--- src/rtl/ahp_pkg.sv ---
package ahp_pkg;

    localparam int NUM_BINS = 16;
    localparam int BIN_W    = 4;
    localparam int CNT_W    = 32;
    localparam int PEAK_W   = 16;
    localparam int GAIN_W   = 24;
    localparam int DIV_STEPS = GAIN_W;
    localparam int STEP_W   = 5;

    localparam logic [1:0] OP_SAMPLE = 2'd0;
    localparam logic [1:0] OP_READ   = 2'd1;
    localparam logic [1:0] OP_CLEAR  = 2'd2;

    // 32768 in Q8.
    localparam logic [GAIN_W-1:0] FULL_SCALE_Q8 = 24'd8388608;
    localparam logic [GAIN_W-1:0] UNITY_Q8      = 24'd256;
    localparam logic [CNT_W-1:0]  CNT_MAX       = 32'hFFFF_FFFF;

    typedef enum logic [2:0] {
        ST_IDLE,
        ST_SMP_READ,
        ST_SMP_WRITE,
        ST_DIV,
        ST_OUT
    } state_t;

    function automatic logic [CNT_W-1:0] sat_inc(input logic [CNT_W-1:0] v);
        return (v == CNT_MAX) ? v : v + 1'b1;
    endfunction

endpackage

--- src/rtl/amplitude_histogram_peak_top.sv ---
// Per-channel amplitude histogram with a shared peak meter. Each input word carries an
// opcode in s_tuser: a sample word adds one to its channel's sample count and to one of
// 16 amplitude bins (bin = (sample >> 12) + 8, so bin 0 holds the most negative values),
// and raises the peak register to the sample's magnitude if that is larger; samples on
// channels at or above CHANNELS are dropped. A read word returns one result word with
// the requested bin count, the channel's sample count (both zero for an unused channel),
// the peak, and the headroom gain floor(8388608 / peak) in Q8, never below 256 and 256
// when the peak is zero. A clear word zeroes every counter and the peak; opcode 3 is
// ignored. All counters saturate at 2^32-1. The block handles one word at a time and
// holds s_tready low while busy: a sample is accepted, read from the single-port bin
// counter memory and written back incremented; a read is accepted, runs the bit-serial
// restoring divider that forms the gain one quotient bit at a time and then loads the
// output register, waiting while that register stays full; a clear or ignored word is
// done when it is accepted. The bin memory needs no clearing pass after reset: each
// entry has a valid bit that reset and clear drop at once.
module amplitude_histogram_peak_top
    import ahp_pkg::*;
#(
    parameter int CHANNELS = 2
) (
    input  logic         aclk,
    input  logic         aresetn,
    input  logic         s_tvalid,
    output logic         s_tready,
    // Fields from bit 0 up: channel[2:0], sample[18:3], bin[22:19], zero fill.
    input  logic [23:0]  s_tdata,
    // Fields from bit 0 up: opcode[1:0].
    input  logic [1:0]   s_tuser,
    output logic         m_tvalid,
    input  logic         m_tready,
    // Fields from bit 0 up: bin_count[31:0], channel_samples[63:32], peak[79:64],
    // gain_q8[103:80].
    output logic [103:0] m_tdata
);

    localparam int CH_W   = (CHANNELS > 1) ? $clog2(CHANNELS) : 1;
    localparam int DEPTH  = CHANNELS * NUM_BINS;
    localparam int ADDR_W = CH_W + BIN_W;
    localparam logic [3:0] CHANNELS_4 = 4'(CHANNELS);

    // Unpacked input fields.
    logic [1:0]        in_op;
    logic [2:0]        in_channel;
    logic [15:0]       in_sample;
    logic [BIN_W-1:0]  in_bin;
    logic              in_fire;
    logic              in_ch_ok;
    logic [16:0]       in_neg;
    logic [PEAK_W-1:0] in_mag;
    logic [BIN_W-1:0]  in_sample_bin;

    assign in_op         = s_tuser;
    assign in_channel    = s_tdata[2:0];
    assign in_sample     = s_tdata[18:3];
    assign in_bin        = s_tdata[22:19];
    assign in_fire       = s_tvalid & s_tready;
    assign in_ch_ok      = ({1'b0, in_channel} < CHANNELS_4);
    assign in_neg        = 17'h10000 - {1'b0, in_sample};
    // The magnitude of -32768 is 32768, which still fits in 16 unsigned bits.
    assign in_mag        = in_sample[15] ? in_neg[15:0] : in_sample;
    assign in_sample_bin = {~in_sample[15], in_sample[14:12]};

    state_t state_reg, state_next;

    // Item context held while the sequencer works on it.
    logic [ADDR_W-1:0] addr_reg;
    logic [CH_W-1:0]   ch_reg;
    logic              ch_ok_reg;
    logic [PEAK_W-1:0] mag_reg;

    // Counters and peak.
    logic [CNT_W-1:0]  bin_mem [DEPTH];
    logic [CNT_W-1:0]  rd_data_reg;
    logic [DEPTH-1:0]  bin_valid_reg;
    logic [CNT_W-1:0]  smp_cnt_reg [CHANNELS];
    logic [PEAK_W-1:0] peak_reg;

    // Shared divider unit.
    logic [PEAK_W-1:0] rem_reg;
    logic [GAIN_W-1:0] quo_reg;
    logic [GAIN_W-1:0] dvd_reg;
    logic [STEP_W-1:0] step_reg;
    logic [16:0]       div_trial;
    logic              div_ge;
    logic [16:0]       div_diff;

    // Sequencer outputs.
    logic mem_we;
    logic div_run;
    logic out_load;

    logic [CNT_W-1:0]  bin_old;
    logic [CNT_W-1:0]  bin_count;
    logic [CNT_W-1:0]  chan_count;
    logic [GAIN_W-1:0] gain_q8;

    logic              m_tvalid_reg;
    logic [103:0]      m_tdata_reg;

    assign m_tvalid = m_tvalid_reg;
    assign m_tdata  = m_tdata_reg;

    // Next state.
    always_comb begin
        state_next = state_reg;
        unique case (state_reg)
            ST_IDLE: begin
                if (in_fire) begin
                    if (in_op == OP_SAMPLE && in_ch_ok) begin
                        state_next = ST_SMP_READ;
                    end else if (in_op == OP_READ) begin
                        state_next = ST_DIV;
                    end
                end
            end
            ST_SMP_READ:  state_next = ST_SMP_WRITE;
            ST_SMP_WRITE: state_next = ST_IDLE;
            ST_DIV: begin
                if (step_reg == STEP_W'(DIV_STEPS - 1)) begin
                    state_next = ST_OUT;
                end
            end
            ST_OUT: begin
                if (!m_tvalid_reg || m_tready) begin
                    state_next = ST_IDLE;
                end
            end
            default: state_next = ST_IDLE;
        endcase
    end

    // Sequencer outputs.
    always_comb begin
        s_tready = 1'b0;
        mem_we   = 1'b0;
        div_run  = 1'b0;
        out_load = 1'b0;
        unique case (state_reg)
            ST_IDLE:      s_tready = 1'b1;
            ST_SMP_READ:  ;
            ST_SMP_WRITE: mem_we = 1'b1;
            ST_DIV:       div_run = 1'b1;
            ST_OUT:       out_load = !m_tvalid_reg || m_tready;
            default:      ;
        endcase
    end

    always_ff @(posedge aclk) begin
        if (!aresetn) begin
            state_reg <= ST_IDLE;
        end else begin
            state_reg <= state_next;
        end
    end

    always_ff @(posedge aclk) begin
        if (in_fire) begin
            addr_reg  <= {in_channel[CH_W-1:0],
                          (in_op == OP_SAMPLE) ? in_sample_bin : in_bin};
            ch_reg    <= in_channel[CH_W-1:0];
            ch_ok_reg <= in_ch_ok;
            mag_reg   <= in_mag;
        end
    end

    // Bin counter memory: one address, read every cycle, written on sample write back.
    assign bin_old = bin_valid_reg[addr_reg] ? rd_data_reg : '0;

    always_ff @(posedge aclk) begin
        if (mem_we) begin
            bin_mem[addr_reg] <= sat_inc(bin_old);
        end
        rd_data_reg <= bin_mem[addr_reg];
    end

    // Valid bits, sample counters and peak are cleared by reset and by a clear word.
    always_ff @(posedge aclk) begin
        if (!aresetn || (in_fire && in_op == OP_CLEAR)) begin
            bin_valid_reg <= '0;
            for (int i = 0; i < CHANNELS; i++) begin
                smp_cnt_reg[i] <= '0;
            end
            peak_reg <= '0;
        end else if (mem_we) begin
            bin_valid_reg[addr_reg] <= 1'b1;
            smp_cnt_reg[ch_reg]     <= sat_inc(smp_cnt_reg[ch_reg]);
            if (mag_reg > peak_reg) begin
                peak_reg <= mag_reg;
            end
        end
    end

    // Restoring division of 2^23 by the peak, one quotient bit per cycle.
    assign div_trial = {rem_reg, dvd_reg[GAIN_W-1]};
    assign div_diff  = div_trial - {1'b0, peak_reg};
    assign div_ge    = (div_trial >= {1'b0, peak_reg});

    always_ff @(posedge aclk) begin
        if (in_fire) begin
            rem_reg  <= '0;
            quo_reg  <= '0;
            dvd_reg  <= FULL_SCALE_Q8;
            step_reg <= '0;
        end else if (div_run) begin
            rem_reg  <= div_ge ? div_diff[PEAK_W-1:0] : div_trial[PEAK_W-1:0];
            quo_reg  <= {quo_reg[GAIN_W-2:0], div_ge};
            dvd_reg  <= {dvd_reg[GAIN_W-2:0], 1'b0};
            step_reg <= step_reg + 1'b1;
        end
    end

    // Result assembly; an unused channel reads as zero counts.
    assign bin_count  = ch_ok_reg ? bin_old : '0;
    assign chan_count = ch_ok_reg ? smp_cnt_reg[ch_reg] : '0;

    always_comb begin
        if (peak_reg == '0 || quo_reg < UNITY_Q8) begin
            gain_q8 = UNITY_Q8;
        end else begin
            gain_q8 = quo_reg;
        end
    end

    always_ff @(posedge aclk) begin
        if (!aresetn) begin
            m_tvalid_reg <= 1'b0;
        end else if (out_load) begin
            m_tvalid_reg <= 1'b1;
        end else if (m_tready) begin
            m_tvalid_reg <= 1'b0;
        end
    end

    always_ff @(posedge aclk) begin
        if (out_load) begin
            m_tdata_reg <= {gain_q8, peak_reg, chan_count, bin_count};
        end
    end

endmodule

--- config.mk ---
export PLATFORM = sky130hd
export DESIGN_NAME = amplitude_histogram_peak_top
export DESIGN_NICKNAME = d
export VERILOG_FILES = /design/src/rtl/ahp_pkg.sv /design/src/rtl/amplitude_histogram_peak_top.sv
export SDC_FILE = /design/constraint.sdc
export NUM_CORES = 2
export LEC_CHECK = 0
export BUFFER_PORTS_ARGS = -buffer_cell sky130_fd_sc_hd__buf_4
export CORE_ASPECT_RATIO = 1.2
export CORE_UTILIZATION = 51
export DETAILED_ROUTE_END_ITERATION = 6
export HOLD_SLACK_MARGIN = 0.12
export PLACE_DENSITY = 0.67
export SKIP_CTS_REPAIR_TIMING = 1
export SYNTH_ARGS = -nofsm -noshare
export SYNTH_HDL_FRONTEND = slang
export SYNTH_SLANG_ARGS = --single-unit
--- constraint.sdc ---
create_clock -name aclk -period 10.3 [get_ports aclk]
set_input_delay 2.575 -clock aclk [delete_from_list [all_inputs] [get_ports aclk]]
set_output_delay 2.575 -clock aclk [all_outputs]
set_load 0.005 [all_outputs]
==> out/summary.txt <==
Status: completed
Total power: 12.1 mW
Post-synth design cell area: 52800 µm²
FMAX: 155 MHz
Sw frac: 23.0%
CP endpoint kind: register
Psw: 2.78 mW
Ports: 136
Root Buffer: clkbuf_16
Startpoint Class: register
Pwr Density: 201 nW/µm²
GRT overflow: 0
Yosys top cell by area: edfxtp_1
Top cells by area, synth: edfxtp_1, mux4_2, dfxtp_1, nor2_1, a22oi_1
Global-route wire length before repair: 189000 µm
GRT Overall Usage: 25.1%
Ys flop type: edfxtp_1
Relative slew slack: 20.9%
Filler cell count: 7417
Hpwl dp: 69200 µm
Synth cell types: 71
Syn Nets: 3014
Fin crit period: 6430 ps
Max Cap Viol: 0
Number of enable flip-flop cells after synthesis: 1214
Final period util: 62.5%
Die area: 105000 µm²
Sequential fraction of design power: 50.3%
Max reg flops: 1024
TritonCTS buffer count: 131
DIE WIDTH: 296 µm
IR drop worst, VDD: 154 µV
Max-slew violation count: 0
Worst Hold Class: register to register
Final TNS setup: 0 ps
GPL Wtd Cong: 0.815
Via total after detailed routing: 28700
Post-route antenna net violation count: 0
Max FO, Critical Path: 149
Initial antenna violation count: 0
Area delta synth->final: 14.3%
Port Buffers: 134
Ys async rst share: 0%
Skew final: 37.4 ps
Mapped Avg Cell Area: 17.9 µm²
Register bit total from synthesis: 1345
DR WL/cell: 27.9 µm
YS warnings: 0
Residual DRC count: 0
Largest net degree at the start of global routing: 150
Vias per cell: 6.21
# H-tree levels: 4
Number of global-route vias before repair: 29200
N_diodes: 0
Cells after synthesis: 2947
Worst Path Required: 10820 ps
CTS clk-pin slew, worst paths: 60 ps
Area share of the largest cell type after synthesis: 69.0%
Clk Latency, worst-skew pair: 750 ps
Gate power share: 9.3%
Chip Height: 355 µm
Core area: 102000 µm²
Crit Path Category: register to register
First drt pass iteration count: 7
DRT iter0 DRCs: 2997
Starting Density: 51.8%
Part of the Yosys area used for sequential elements: 74.0%
Nets: 3223
Total Routed Length: 129000 µm
Worst Tran Pin Value: 1190 ps
Clock group share of total power: 40.4%
Leak pwr: 18.7 nW
Int Pwr: 9.33 mW
RSZ-0062 raised after global routing: false
Final Hold Viols: 0
# clock sinks: 1345
Longest Clk Path Bufs: 3
Final Setup Violations: 0
Fraction of layout cells with a size suffix above 1: 22.8%
CTS tree: built
Arr. time, crit path: 6960 ps
# rows: 128
worst max-delay path, cell delays in order (launching register included):
cell      delay (ps)
edfxtp_1         320
buf_4            820
buf_12           630
mux2i_1          380
o22ai_1          130
nor4_1           190
mux2_2           190
buf_4            520
nor2_1           170
ha_1             390
and2_1           240
nand4_1          260
nand2b_1         420
nand3_1          430
or3_1            470
a21oi_1          250
buf_4            340
layout make-up:
class                      instances  area, µm²  share of cell area [%]
clock buffer                     184       3790                    6.29
sequential                      1345      39100                    64.7
clock inverter                    53        631                    1.04
tap                             1365       1710                    2.83
timing repair buffer             225       1710                    2.84
inverter                          42        158                   0.261
multi-input combinational       1411      13300                    22.0
cells in the mapped netlist, drive strengths merged, types with 13 or more instances:
master / number
o21ai: 44
nand4: 51
mux2i: 78
xnor2: 46
and3: 30
a21oi: 65
nand3: 34
nand3b: 22
ha: 36
or3: 13
a22oi: 130
nand2: 104
inv: 41
edfxtp: 1214
buf: 51
xor2: 32
mux4: 256
nor3: 33
nor4: 24
nor2: 275
and2: 28
clkbuf: 98
dfxtp: 131
cell usage in the layout, fill, tap and decap left out, types with 11 or more instances in the layout:
| cell type | count |
|---|---|
| clkbuf_16 | 137 |
| and2_1 | 28 |
| ha_1 | 36 |
| inv_1 | 40 |
| a22oi_1 | 130 |
| mux4_2 | 256 |
| nand3b_1 | 22 |
| xor2_1 | 32 |
| nand4_1 | 51 |
| edfxtp_1 | 1214 |
| mux2i_1 | 78 |
| nor2_4 | 34 |
| nand2_1 | 104 |
| dfxtp_1 | 130 |
| nor4_1 | 22 |
| nor2_1 | 239 |
| bufinv_16 | 11 |
| buf_4 | 223 |
| clkinv_1 | 13 |
| o21ai_0 | 42 |
| clkinv_2 | 14 |
| xnor2_1 | 46 |
| nand3_1 | 34 |
| clkbuf_1 | 28 |
| or3_1 | 13 |
| and3_1 | 28 |
| a21oi_1 | 64 |
| clkbuf_8 | 19 |
| nor3_1 | 31 |
routing by layer:
layer,vias up,routed length [µm],GRT usage (%)
met2,1263,64900,41.7
met5,-,0,0
met3,262,9890,3.75
met4,0,3850,8.47
li1,12200,-,-
met1,15000,50500,34.0
cells by family (layout without fill, tap and decap cells):
family	after synthesis	in the layout	synth area share [%]
DFF	1345	1345	74.0
and+or+nand+nor	648	648	5.90
muxes	339	339	12.5
AOI/OAI and AO/OA	309	309	3.99
buffers and inverters	191	504	1.44
xor gates and xnor gates	78	78	1.29
adders and majority gates	37	37	0.891
per-stage QoR:
stage,worst slack (ps),hold slack [ps],utilization [%],std cells,instance area [µm²]
2_1_floorplan,4680,437,-,2947,52800
3_3_place_gp,3960,449,54.8,4388,55900
3_5_place_dp,3840,459,54.8,4388,55900
4_1_cts,3810,465,59.2,4625,60400
5_1_grt,3500,487,59.2,4625,60400
6_report,3870,461,59.2,4625,60400
path summary, 6_finish.rpt:
| kind | start | depth (start not counted) | slack (ps) | to |
|---|---|---|---|---|
| setup / recovery | addr_reg[1] | 16 | 3870 | bin_mem[0][21] |
| hold reg to reg | quo_reg[3] | 2 | 460 | quo_reg[4] |
| hold / removal | quo_reg[3] | 2 | 460 | quo_reg[4] |
| setup reg to reg | addr_reg[1] | 16 | 3870 | bin_mem[0][21] |
power by group through the flow:
stage | registers (mW) | clock network, mW | logic, mW
after floorplan | 6.16 | 0 | 0.848
after global placement | 6.20 | 0 | 1.10
after detailed placement | 6.20 | 0 | 1.12
after CTS | 6.09 | 4.96 | 1.13
after global routing | 6.10 | 5.16 | 1.22
final | 6.09 | 4.90 | 1.13
(Power assumes the default switching activity.)
